==> config.mk <==
export PLATFORM = sky130hd
export DESIGN_NAME = loadcell_scale_and_average
export DESIGN_NICKNAME = d
export VERILOG_FILES = /design/src/sv/lcsa_pkg.sv /design/src/sv/lcsa_ram.sv /design/src/sv/lcsa_div.sv /design/src/sv/loadcell_scale_and_average.sv
export SDC_FILE = /design/constraint.sdc
export NUM_CORES = 2
export LEC_CHECK = 0
export BUFFER_PORTS_ARGS = -buffer_cell sky130_fd_sc_hd__buf_2
export CAP_MARGIN = 40
export CELL_PAD_IN_SITES_DETAIL_PLACEMENT = 1
export CELL_PAD_IN_SITES_GLOBAL_PLACEMENT = 1
export CORE_MARGIN = 4
export CORE_UTILIZATION = 50
export CTS_CLUSTER_DIAMETER = 60
export DETAILED_ROUTE_END_ITERATION = 10
export PLACE_DENSITY = 0.76
export SYNTH_ARGS = -nofsm -noshare
export SYNTH_HDL_FRONTEND = slang
export SYNTH_SLANG_ARGS = --single-unit
==> constraint.sdc <==
create_clock -name aclk -period 5.8 [get_ports aclk]
set_clock_uncertainty 0.15 [all_clocks]
set_input_delay 0.58 -clock aclk [delete_from_list [all_inputs] [get_ports aclk]]
set_output_delay 0.58 -clock aclk [all_outputs]
set_load 0.05 [all_outputs]
==> src/sv/lcsa_pkg.sv <==
// Shared constants, types and codes for the load cell scale and average block.
`default_nettype none

package lcsa_pkg;

    localparam int RAW_W      = 24;
    localparam int DIFF_W     = RAW_W + 1;
    localparam int SCALE_W    = 32;
    localparam int FORCE_W    = 32;
    localparam int WIN_W      = 7;
    localparam int CFG_IDX_W  = 2;
    localparam int CFG_DATA_W = 32;

    localparam int MAX_WINDOW = 64;
    localparam int ADDR_W     = $clog2(MAX_WINDOW);
    localparam int CNT_W      = $clog2(MAX_WINDOW + 1);
    localparam int SUM_W      = FORCE_W + ADDR_W;

    // Serial multiplier: one bit of the offset-corrected count per cycle.
    localparam int ACC_W      = SCALE_W + 2;
    localparam int MUL_STEPS  = DIFF_W;
    localparam int MCNT_W     = $clog2(MUL_STEPS + 1);
    localparam int FRAC_SHIFT = 8;
    localparam int Q_W        = ACC_W + DIFF_W - FRAC_SHIFT;

    // Serial divider: one quotient bit per cycle.
    localparam int DIV_STEPS  = SUM_W;
    localparam int DCNT_W     = $clog2(DIV_STEPS + 1);

    localparam logic [SCALE_W-1:0] SCALE_RESET  = SCALE_W'(32'h0100_0000);
    localparam logic [WIN_W-1:0]   WINDOW_RESET = WIN_W'(1);
    localparam logic [FORCE_W-1:0] FORCE_MAX    = {1'b0, {(FORCE_W-1){1'b1}}};
    localparam logic [FORCE_W-1:0] FORCE_MIN    = {1'b1, {(FORCE_W-1){1'b0}}};

    typedef enum logic [CFG_IDX_W-1:0] {
        REG_ZERO_OFFSET  = 2'd0,
        REG_SCALE_FACTOR = 2'd1,
        REG_WINDOW_SIZE  = 2'd2
    } cfg_reg_t;

    typedef enum logic [2:0] {
        ST_IDLE,
        ST_MUL,
        ST_SAT,
        ST_SUB,
        ST_ADD,
        ST_DSTART,
        ST_DIV,
        ST_OUT
    } state_t;

endpackage

`default_nettype wire

==> src/sv/lcsa_ram.sv <==
// Generic single-write, single-read memory with a registered read port.
`default_nettype none

module lcsa_ram #(
    parameter int WIDTH = 32,
    parameter int DEPTH = 64
) (
    input  wire logic                     aclk,
    input  wire logic                     wr_en,
    input  wire logic [$clog2(DEPTH)-1:0] wr_addr,
    input  wire logic [WIDTH-1:0]         wr_data,
    input  wire logic [$clog2(DEPTH)-1:0] rd_addr,
    output logic      [WIDTH-1:0]         rd_data
);

    logic [WIDTH-1:0] mem [DEPTH];

    always_ff @(posedge aclk) begin
        if (wr_en) begin
            mem[wr_addr] <= wr_data;
        end
        rd_data <= mem[rd_addr];
    end

endmodule

`default_nettype wire

==> src/sv/lcsa_div.sv <==
// Restoring serial divider: unsigned window sum by fill count, one bit per cycle.
`default_nettype none

module lcsa_div (
    input  wire logic                          aclk,
    input  wire logic                          aresetn,
    input  wire logic                          start,
    input  wire logic [lcsa_pkg::SUM_W-1:0]    dividend,
    input  wire logic [lcsa_pkg::CNT_W-1:0]    divisor,
    output logic                               done,
    output logic      [lcsa_pkg::FORCE_W-1:0]  quotient
);

    logic                          busy_reg, busy_next;
    logic                          done_reg, done_next;
    logic [lcsa_pkg::DCNT_W-1:0]   cnt_reg, cnt_next;
    logic [lcsa_pkg::SUM_W-1:0]    quo_reg, quo_next;
    logic [lcsa_pkg::CNT_W-1:0]    rem_reg, rem_next;
    logic [lcsa_pkg::CNT_W-1:0]    div_reg, div_next;
    logic [lcsa_pkg::CNT_W:0]      trial;
    logic                          fits;

    always_comb begin
        trial     = {rem_reg, quo_reg[lcsa_pkg::SUM_W-1]};
        fits      = (trial >= {1'b0, div_reg});
        busy_next = busy_reg;
        done_next = 1'b0;
        cnt_next  = cnt_reg;
        quo_next  = quo_reg;
        rem_next  = rem_reg;
        div_next  = div_reg;
        if (start) begin
            busy_next = 1'b1;
            cnt_next  = lcsa_pkg::DCNT_W'(lcsa_pkg::DIV_STEPS);
            quo_next  = dividend;
            rem_next  = '0;
            div_next  = divisor;
        end else if (busy_reg) begin
            // The dividend shifts out of the top as quotient bits shift in below.
            quo_next = {quo_reg[lcsa_pkg::SUM_W-2:0], fits};
            rem_next = fits ? lcsa_pkg::CNT_W'(trial - {1'b0, div_reg})
                            : lcsa_pkg::CNT_W'(trial);
            cnt_next = cnt_reg - 1'b1;
            if (cnt_reg == lcsa_pkg::DCNT_W'(1)) begin
                busy_next = 1'b0;
                done_next = 1'b1;
            end
        end
    end

    always_ff @(posedge aclk) begin
        if (!aresetn) begin
            busy_reg <= 1'b0;
            done_reg <= 1'b0;
            cnt_reg  <= '0;
        end else begin
            busy_reg <= busy_next;
            done_reg <= done_next;
            cnt_reg  <= cnt_next;
        end
        quo_reg <= quo_next;
        rem_reg <= rem_next;
        div_reg <= div_next;
    end

    assign done     = done_reg;
    assign quotient = quo_reg[lcsa_pkg::FORCE_W-1:0];

endmodule

`default_nettype wire

==> src/sv/loadcell_scale_and_average.sv <==
// Top level: load cell force scaling with a windowed moving average.
`default_nettype none

// Each item carries a signed 24-bit converter count and an operation bit. The
// block subtracts the zero offset, multiplies by the Q8.24 scale in a serial
// shift-add multiplier that takes one bit of the count per cycle, and
// saturates the result to a Q16.16 force. A plain read returns the force
// with the current average. An update with a window of two or more also
// stores the force in a 64-entry ring memory, updates the running sum and
// runs a restoring divider that produces one quotient bit per cycle. Those
// two serial units set the item time. One finished result may wait in the
// output register while the next item is being worked on. A write to
// window_size restarts the average; the ring needs no clearing pass because
// only entries written since the restart are ever read.
module loadcell_scale_and_average (
    input  wire logic                             aclk,
    input  wire logic                             aresetn,
    input  wire logic                             s_valid,
    output logic                                  s_ready,
    input  wire logic [lcsa_pkg::RAW_W-1:0]       s_raw_count,
    input  wire logic                             s_operation,
    output logic                                  m_valid,
    input  wire logic                             m_ready,
    output logic      [lcsa_pkg::FORCE_W-1:0]     m_force_res,
    output logic      [lcsa_pkg::FORCE_W-1:0]     m_filtered_force,
    input  wire logic                             cfg_wr_en,
    input  wire logic [lcsa_pkg::CFG_IDX_W-1:0]   cfg_index,
    input  wire logic [lcsa_pkg::CFG_DATA_W-1:0]  cfg_wdata
);

    lcsa_pkg::state_t state_reg, state_next;

    logic [lcsa_pkg::RAW_W-1:0]   zero_reg, zero_next;
    logic [lcsa_pkg::SCALE_W-1:0] scale_reg, scale_next;
    logic [lcsa_pkg::WIN_W-1:0]   window_reg, window_next;

    logic                         op_reg, op_next;
    logic [lcsa_pkg::ACC_W-1:0]   hi_reg, hi_next;
    logic [lcsa_pkg::DIFF_W-1:0]  lo_reg, lo_next;
    logic [lcsa_pkg::MCNT_W-1:0]  mcnt_reg, mcnt_next;
    logic [lcsa_pkg::FORCE_W-1:0] force_reg, force_next;
    logic [lcsa_pkg::SUM_W-1:0]   sum_reg, sum_next;
    logic [lcsa_pkg::CNT_W-1:0]   fill_reg, fill_next;
    logic [lcsa_pkg::ADDR_W-1:0]  slot_reg, slot_next;
    logic [lcsa_pkg::FORCE_W-1:0] avg_reg, avg_next;
    logic                         neg_reg, neg_next;

    logic                         m_valid_reg, m_valid_next;
    logic [lcsa_pkg::FORCE_W-1:0] m_force_reg, m_force_next;
    logic [lcsa_pkg::FORCE_W-1:0] m_filt_reg, m_filt_next;

    logic [lcsa_pkg::CNT_W-1:0]   w_eff;
    logic [lcsa_pkg::ACC_W-1:0]   scale_ext;
    logic [lcsa_pkg::ACC_W-1:0]   addend;
    logic [lcsa_pkg::ACC_W-1:0]   acc_sum;
    logic [lcsa_pkg::Q_W-1:0]     q_full;
    logic                         q_ovf;
    logic [lcsa_pkg::FORCE_W-1:0] force_sat;
    logic [lcsa_pkg::CNT_W-1:0]   slot_inc;

    logic                         ram_we;
    logic [lcsa_pkg::FORCE_W-1:0] ram_rdata;

    logic                         div_start;
    logic [lcsa_pkg::SUM_W-1:0]   div_dividend;
    logic                         div_done;
    logic [lcsa_pkg::FORCE_W-1:0] div_quotient;

    lcsa_ram #(
        .WIDTH (lcsa_pkg::FORCE_W),
        .DEPTH (lcsa_pkg::MAX_WINDOW)
    ) u_ring (
        .aclk    (aclk),
        .wr_en   (ram_we),
        .wr_addr (slot_reg),
        .wr_data (force_reg),
        .rd_addr (slot_reg),
        .rd_data (ram_rdata)
    );

    lcsa_div u_div (
        .aclk     (aclk),
        .aresetn  (aresetn),
        .start    (div_start),
        .dividend (div_dividend),
        .divisor  (fill_reg),
        .done     (div_done),
        .quotient (div_quotient)
    );

    always_comb begin
        if ({{(32-lcsa_pkg::WIN_W){1'b0}}, window_reg} > 32'(lcsa_pkg::MAX_WINDOW)) begin
            w_eff = lcsa_pkg::CNT_W'(lcsa_pkg::MAX_WINDOW);
        end else begin
            w_eff = lcsa_pkg::CNT_W'(window_reg);
        end
    end

    // Shift-add step: the low bit of the count selects the scale; the count's
    // sign bit comes last and carries a negative weight.
    assign scale_ext = {{(lcsa_pkg::ACC_W-lcsa_pkg::SCALE_W){scale_reg[lcsa_pkg::SCALE_W-1]}},
                        scale_reg};
    assign addend    = !lo_reg[0] ? '0 :
                       (mcnt_reg == lcsa_pkg::MCNT_W'(1)) ? (~scale_ext + 1'b1) : scale_ext;
    assign acc_sum   = hi_reg + addend;

    // The full product is {hi, lo}; dropping the low bits is a floor division.
    assign q_full    = {hi_reg, lo_reg[lcsa_pkg::DIFF_W-1:lcsa_pkg::FRAC_SHIFT]};
    assign q_ovf     = !((&q_full[lcsa_pkg::Q_W-1:lcsa_pkg::FORCE_W-1]) ||
                         (~|q_full[lcsa_pkg::Q_W-1:lcsa_pkg::FORCE_W-1]));
    assign force_sat = !q_ovf ? q_full[lcsa_pkg::FORCE_W-1:0] :
                       q_full[lcsa_pkg::Q_W-1] ? lcsa_pkg::FORCE_MIN : lcsa_pkg::FORCE_MAX;

    assign slot_inc  = {1'b0, slot_reg} + 1'b1;
    assign div_dividend = sum_reg[lcsa_pkg::SUM_W-1] ? (~sum_reg + 1'b1) : sum_reg;

    always_comb begin
        state_next   = state_reg;
        zero_next    = zero_reg;
        scale_next   = scale_reg;
        window_next  = window_reg;
        op_next      = op_reg;
        hi_next      = hi_reg;
        lo_next      = lo_reg;
        mcnt_next    = mcnt_reg;
        force_next   = force_reg;
        sum_next     = sum_reg;
        fill_next    = fill_reg;
        slot_next    = slot_reg;
        avg_next     = avg_reg;
        neg_next     = neg_reg;
        m_force_next = m_force_reg;
        m_filt_next  = m_filt_reg;
        m_valid_next = m_valid_reg && !m_ready;
        s_ready      = 1'b0;
        ram_we       = 1'b0;
        div_start    = 1'b0;

        case (state_reg)
            lcsa_pkg::ST_IDLE: begin
                s_ready = 1'b1;
                if (s_valid) begin
                    op_next    = s_operation;
                    hi_next    = '0;
                    lo_next    = {s_raw_count[lcsa_pkg::RAW_W-1], s_raw_count}
                               - {zero_reg[lcsa_pkg::RAW_W-1], zero_reg};
                    mcnt_next  = lcsa_pkg::MCNT_W'(lcsa_pkg::MUL_STEPS);
                    state_next = lcsa_pkg::ST_MUL;
                end
            end
            lcsa_pkg::ST_MUL: begin
                hi_next   = {acc_sum[lcsa_pkg::ACC_W-1], acc_sum[lcsa_pkg::ACC_W-1:1]};
                lo_next   = {acc_sum[0], lo_reg[lcsa_pkg::DIFF_W-1:1]};
                mcnt_next = mcnt_reg - 1'b1;
                if (mcnt_reg == lcsa_pkg::MCNT_W'(1)) begin
                    state_next = lcsa_pkg::ST_SAT;
                end
            end
            lcsa_pkg::ST_SAT: begin
                force_next = force_sat;
                if (!op_reg) begin
                    state_next = lcsa_pkg::ST_OUT;
                end else if (w_eff <= lcsa_pkg::CNT_W'(1)) begin
                    avg_next   = force_sat;
                    state_next = lcsa_pkg::ST_OUT;
                end else begin
                    // The ring entry at the write slot is read during this cycle.
                    state_next = lcsa_pkg::ST_SUB;
                end
            end
            lcsa_pkg::ST_SUB: begin
                if (fill_reg >= w_eff) begin
                    sum_next  = sum_reg - {{(lcsa_pkg::SUM_W-lcsa_pkg::FORCE_W)
                                           {ram_rdata[lcsa_pkg::FORCE_W-1]}}, ram_rdata};
                    fill_next = w_eff;
                end else begin
                    fill_next = fill_reg + 1'b1;
                end
                state_next = lcsa_pkg::ST_ADD;
            end
            lcsa_pkg::ST_ADD: begin
                sum_next  = sum_reg + {{(lcsa_pkg::SUM_W-lcsa_pkg::FORCE_W)
                                        {force_reg[lcsa_pkg::FORCE_W-1]}}, force_reg};
                ram_we    = 1'b1;
                slot_next = (slot_inc == w_eff) ? '0 : slot_inc[lcsa_pkg::ADDR_W-1:0];
                state_next = lcsa_pkg::ST_DSTART;
            end
            lcsa_pkg::ST_DSTART: begin
                div_start  = 1'b1;
                neg_next   = sum_reg[lcsa_pkg::SUM_W-1];
                state_next = lcsa_pkg::ST_DIV;
            end
            lcsa_pkg::ST_DIV: begin
                if (div_done) begin
                    avg_next   = neg_reg ? (~div_quotient + 1'b1) : div_quotient;
                    state_next = lcsa_pkg::ST_OUT;
                end
            end
            lcsa_pkg::ST_OUT: begin
                if (!m_valid_reg || m_ready) begin
                    m_valid_next = 1'b1;
                    m_force_next = force_reg;
                    m_filt_next  = avg_reg;
                    state_next   = lcsa_pkg::ST_IDLE;
                end
            end
            default: begin
                state_next = lcsa_pkg::ST_IDLE;
            end
        endcase

        if (cfg_wr_en) begin
            case (cfg_index)
                lcsa_pkg::REG_ZERO_OFFSET: begin
                    zero_next = cfg_wdata[lcsa_pkg::RAW_W-1:0];
                end
                lcsa_pkg::REG_SCALE_FACTOR: begin
                    scale_next = cfg_wdata[lcsa_pkg::SCALE_W-1:0];
                end
                lcsa_pkg::REG_WINDOW_SIZE: begin
                    window_next = cfg_wdata[lcsa_pkg::WIN_W-1:0];
                    sum_next    = '0;
                    fill_next   = '0;
                    slot_next   = '0;
                end
                default: begin
                end
            endcase
        end
    end

    always_ff @(posedge aclk) begin
        if (!aresetn) begin
            state_reg   <= lcsa_pkg::ST_IDLE;
            zero_reg    <= '0;
            scale_reg   <= lcsa_pkg::SCALE_RESET;
            window_reg  <= lcsa_pkg::WINDOW_RESET;
            mcnt_reg    <= '0;
            sum_reg     <= '0;
            fill_reg    <= '0;
            slot_reg    <= '0;
            avg_reg     <= '0;
            m_valid_reg <= 1'b0;
        end else begin
            state_reg   <= state_next;
            zero_reg    <= zero_next;
            scale_reg   <= scale_next;
            window_reg  <= window_next;
            mcnt_reg    <= mcnt_next;
            sum_reg     <= sum_next;
            fill_reg    <= fill_next;
            slot_reg    <= slot_next;
            avg_reg     <= avg_next;
            m_valid_reg <= m_valid_next;
        end
        op_reg      <= op_next;
        hi_reg      <= hi_next;
        lo_reg      <= lo_next;
        force_reg   <= force_next;
        neg_reg     <= neg_next;
        m_force_reg <= m_force_next;
        m_filt_reg  <= m_filt_next;
    end

    assign m_valid          = m_valid_reg;
    assign m_force_res      = m_force_reg;
    assign m_filtered_force = m_filt_reg;

endmodule

`default_nettype wire
After elaboration in Yosys (flattened, before gate mapping)
Memories as Yosys holds them, arrays and structs flattened. A register that Yosys moved wholly into a read port is not among the register bits.
Index checks and enable logic that the tools add are counted.
Operators by class
  add/sub/neg operators: 12
  magnitude comparators: 4
  eq/ne operators: 18
  muxes and demuxes: 52
  bitwise logic cells: 5
  reduce and logical (&&, ||, !) cells: 23
Operators with widths (count)
  $mux W38: 6
  $mux W32: 6
  $mux W34: 3
  $pmux W38 S2: 1
  $pmux W34 S2: 1
  $pmux W32 S2: 1
  $pmux W25 S2: 1
  $mux W7: 6
  $add A38 B1 Y38 const B: 1
  $add A38 B38 Y38: 1
  $not A38 Y38: 1
  $sub A38 B38 Y38: 1
  $mux W6: 6
  $add A34 B1 Y34 const B: 1
  $add A34 B34 Y34: 1
  $not A34 Y34: 1
  $add A32 B1 Y32 const B: 1
  $not A32 Y32: 1
  $mux W25: 1
  $sub A24 B24 Y25: 1
  $pmux W3 S8: 1
  $reduce_and A20 Y1: 1
  $reduce_or A20 Y1: 1
  $mux W3: 6
  33 further kinds: 63
Word-level totals
  bits in registers: 372
  bits in writable memories: 2048
  memories kept: 1
Memory list
  u_ring.mem: words 64, bits a word 32, read ports 1, clocked after memory_dff 1, write ports 1, line lcsa_ram.sv:16  | logic [WIDTH-1:0] mem [DEPTH];

Logic depth before layout (Yosys ltp)
  depth in word-level cells: 7
  mapped depth: 21
  gate-level depth less buffers: 19

Hierarchy
From an unflattened synthesis, not the netlist that was laid out.
Unflattened totals
  cells, all modules: 5962
  area total of the unflattened synthesis: 102423.2 um2
By module, submodules not included
  lcsa_ram: instances 1, cells an instance 3324, area an instance 78515.3 um2, seq. area each 62139.6 um2
  loadcell_scale_and_average: instances 1, cells an instance 2380, area an instance 20699.9 um2, seq. area each 7787.5 um2
  lcsa_div: instances 1, cells an instance 258, area an instance 3208.1 um2, seq. area each 1651.6 um2

Worst setup path after synthesis
No wires, ideal clock.
  path kind: flip-flop to flip-flop
  start point: register scale_reg[2] in the netlist's numbering
  end point: register hi_reg[32] in the netlist's numbering, data pin
  arrival: 4.131 ns
  slack: 1.253 ns
  stages on the path, launching flop included: 19
  clock period less this slack: 4.547 ns
  cell sequence: dfxtp_1 -> or4_1 -> nor4_1 -> nand3_1 -> o21ai_0 -> xnor2_1 -> and2_1 -> ha_1 -> a21o_1 -> a21o_1 -> a21oi_1 -> nor3b_1 -> o311ai_0 -> a32oi_1 -> a21oi_1 -> a21bo_2 -> o41ai_1 -> xnor2_1 -> nor2_1
On the way
  word-level cells in the longest chain between the ends: 6
Ends and longest elaborated chain
  start, declared: line loadcell_scale_and_average.sv:34  | logic [lcsa_pkg::SCALE_W-1:0] scale_reg, scale_next;
  start signal, assigned: line loadcell_scale_and_average.sv:236  | scale_reg <= lcsa_pkg::SCALE_RESET;
  start signal, assigned: line loadcell_scale_and_average.sv:247  | scale_reg <= scale_next;
  $not A34 Y34: line loadcell_scale_and_average.sv:104  | (mcnt_reg == lcsa_pkg::MCNT_W'(1)) ? (~scale_ext + 1'b1) : scale_ext;
  $add A34 B1 Y34: line loadcell_scale_and_average.sv:104
  $mux W34 (*): line loadcell_scale_and_average.sv:104
  $mux W34 (*): line loadcell_scale_and_average.sv:103  | assign addend = !lo_reg[0] ? '0 :
  $add A34 B34 Y34 (*): line loadcell_scale_and_average.sv:105  | assign acc_sum = hi_reg + addend;
  $pmux W34 S2 (*): line loadcell_scale_and_average.sv:139  | case (state_reg)
  end signal, assigned: line loadcell_scale_and_average.sv:257  | hi_reg <= hi_next;
  end, declared: line loadcell_scale_and_average.sv:38  | logic [lcsa_pkg::ACC_W-1:0] hi_reg, hi_next;
Every way passes the cells marked *; elsewhere a longest branch is shown, timed or not.
A chain may end at the register's enable or synchronous reset.

Worst setup path in the final report
Ends and elaborated chain as after synthesis.

==> impl_metrics.yaml <==
floorplanning:
  die_area_um2: 202000
  core_um2: 193000
  io_pins: 130
  rows: 161
  start_util: 0.505
  die_h_um: 450
  die_w_um: 450
sta:
  slew_headroom: 0.313
  rsz0062_at_grt: "no"
  setup_viol: 0
  post-route-period-util: 0.916
  finalSetupTns_ns: 0
  fmax_mhz: 188
  fin_ws_ns: 0.486
  tightest_slew_ns: 1.03
  hold_violations: 0
  fin_crit_ns: 5.31
  maxSlewViolCount: 0
routing:
  first_iter_violations: 8713
  wl_per_cell_um: 35.0
  wl_um: 334000
  dr.pass1.iters: 6
  routed-via-count: 65400
  drtAntennaViolNets: 0
  post-route-drc-count: 0
  viasPerCell: 6.86
layout:
  largest_reg_flops: 2048
  layout_common_cells: "2,249 x edfxtp_1, 656 x a22oi_1, 307 x nand2_1, 298 x a21oi_1, 286 x clkbuf_16"
  layout.nets: 7034
  final_common_cell: "edfxtp_1"
  syn_to_final_growth_pct: 14.8
  drive_gt1_frac: 0.124
placement:
  dp_slack_ns: 0.519
  dp_hpwl_um: 199000
  gp_congestion: 0.902
  io_buffers: 129
power_and_ir_drop:
  power_density_nw_per_um2: 393
  power_leakage_nw: 36.9
  power_mw: 44.0
  ir_worst_vdd_mv: 0.298
clock_tree:
  cts_buffers: 278
  clock_sinks: 2451
  clockBufferDepth: 4
  cts_tree: "done"
  path_clk_slew_ns: 0.06
  cts_htree_levels: 5
  clock-root-buffer: "clkbuf_16"
  postCtsResizedCells: 0
  insertion_delay_ns: 0.96
synth:
  synth_cells: 6489
  synth_seq_area_share: 0.734
  synth_cell_type_count: 75
  synth_seq_cells: 2451
  ys_async_sr_fraction: 0
  ys_warn_count: 0
  syn-num-nets: 6712
  syn_area_um2: 97500
  synth_edf_count: 2249
  ys.flop_type: "edfxtp_1"
  postSynthAreaPerCell_um2: 15.0
setup_path:
  worstPathMaxFanout: 7
  r2r_start: "scale_reg[2]"
  r2r_slack_ns: 0.49
  rr_endpoint: "hi_reg[32]"
  cp-start-kind: "flip-flop"
  cp-startpoint: "scale_reg[2]"
  endpoint_kind: "flip-flop"
  worstPathRequired_ns: 6.33
  crit_type: "reg -> reg"
  crit_path_end: "hi_reg[32]"
  reg2reg_depth: 19
  arrival_ns: 5.85
global_routing:
  grt_pass1_vias: 67100
  antenna_found_initial: 32
  grt_start_max_net_pins: 113
  grt_use_total: 0.323
  grt_pass1_wl_um: 478000
  grt-ovfl-total: 0
run_status:
  status: "completed"
min_path:
  hold_class: "in -> reg"
flow_run:
  cap_viol_max_count: 0
==> where the power goes <==
part	switching, mW	internal, mW	leakage, nW	total [mW]
sequential	0.538	20.8	21.9	21.3
clock	7.06	9.67	4.16	16.7
combinational	4.21	1.74	10.8	5.95
total	11.8	32.2	36.9	44.0
==> cells by family after synthesis <==
kind of cell             after synthesis  share of synthesized area
XOR/XNOR                             217                     0.0195
adder cells (fa/ha/maj)              159                     0.0208
flip-flops                          2451                      0.734
multiplexers                          17                    0.00176
AND/OR/NAND/NOR                     1093                     0.0548
AO/OA/AOI/OAI                       2058                      0.150
buffers and inverters                494                     0.0191
==> synth_stat cells (154+ instances only) <==
library cell / instances / area share
dfxtp_1: 202 / 0.041
a221oi_1: 201 / 0.018
ha_1: 154 / 0.020
edfxtp_1: 2249 / 0.69
a22o_1: 190 / 0.017
nor2_1: 281 / 0.011
a31oi_1: 192 / 0.012
nand2_1: 312 / 0.012
a22oi_1: 656 / 0.051
clkbuf_1: 293 / 0.011
o21ai_0: 157 / 0.0081
a21oi_1: 298 / 0.015
==> cell type report <==
class                   count  area [um2]
well taps                2526        3160
clock inverters           125        1020
diodes                     14        35.0
multi-input cells        3544       24700
fillers                 17800       81200
flip-flops and latches   2451       71600
repair buffers            416        3620
clock buffers             342        7400
inverters                 120         450
==> worst min-delay path by stage <==
| stage | startpoint | end | slack [ns] | cells past startpoint |
|---|---|---|---|---|
| finish | s_raw_count[0] | lo_reg[0] | 0.04 | 4 |
| global route | s_raw_count[0] | lo_reg[0] | 0.06 | 4 |
| CTS | s_raw_count[0] | lo_reg[0] | 0.003 | 4 |
| detailed placement | avg_reg[0] | m_filtered_force[0] | 0.27 | 0 |
| global placement | avg_reg[0] | m_filtered_force[0] | 0.26 | 0 |
| floorplan | sum_reg[37] | neg_reg | 0.26 | 0 |
==> what timing repair did <==
| item | in CTS | in global routing |
|---|---|---|
| hold buffers | 39 | 0 |
| buffers inserted | 0 | 0 |
| endpoints found under the hold margin | 77 | 0 |
==> metrics by stage <==
step                      utilization  hold WS, ns  cells  cell area (um2)
final                           0.580       0.0428   9538           112000
after floorplan                     -        0.256   6489            97500
after global routing            0.579       0.0611   9526           112000
after detailed placement        0.533        0.271   9007           103000
after CTS                       0.579      0.00299   9513           112000
after global placement          0.530        0.264   8970           102000
==> routing by layer <==
layer | GRT usage | vias to the layer above | wire length [um]
li1 | - | 26700 | -
met1 | 0.404 | 33300 | 120000
met2 | 0.520 | 4364 | 158000
met3 | 0.0788 | 1003 | 35100
met4 | 0.182 | 16 | 20900
met5 | 0 | - | 108
==> critical path, cell delays in order, from the launching register on <==
cell	delay [ns]
dfxtp_1	0.36
or4_1	0.62
nor4_1	0.23
buf_4	0.18
nand3_1	0.19
o21ai_0	0.30
xnor2_1	0.10
and2_1	0.16
ha_1	0.35
a21o_1	0.20
a21o_1	0.17
a21oi_1	0.20
nor3b_1	0.28
o311ai_0	0.25
a32oi_1	0.37
a21oi_1	0.16
a21bo_2	0.23
o41ai_1	0.37
xnor2_1	0.17
nor2_1	0.06
(Power assumes the default switching activity.)
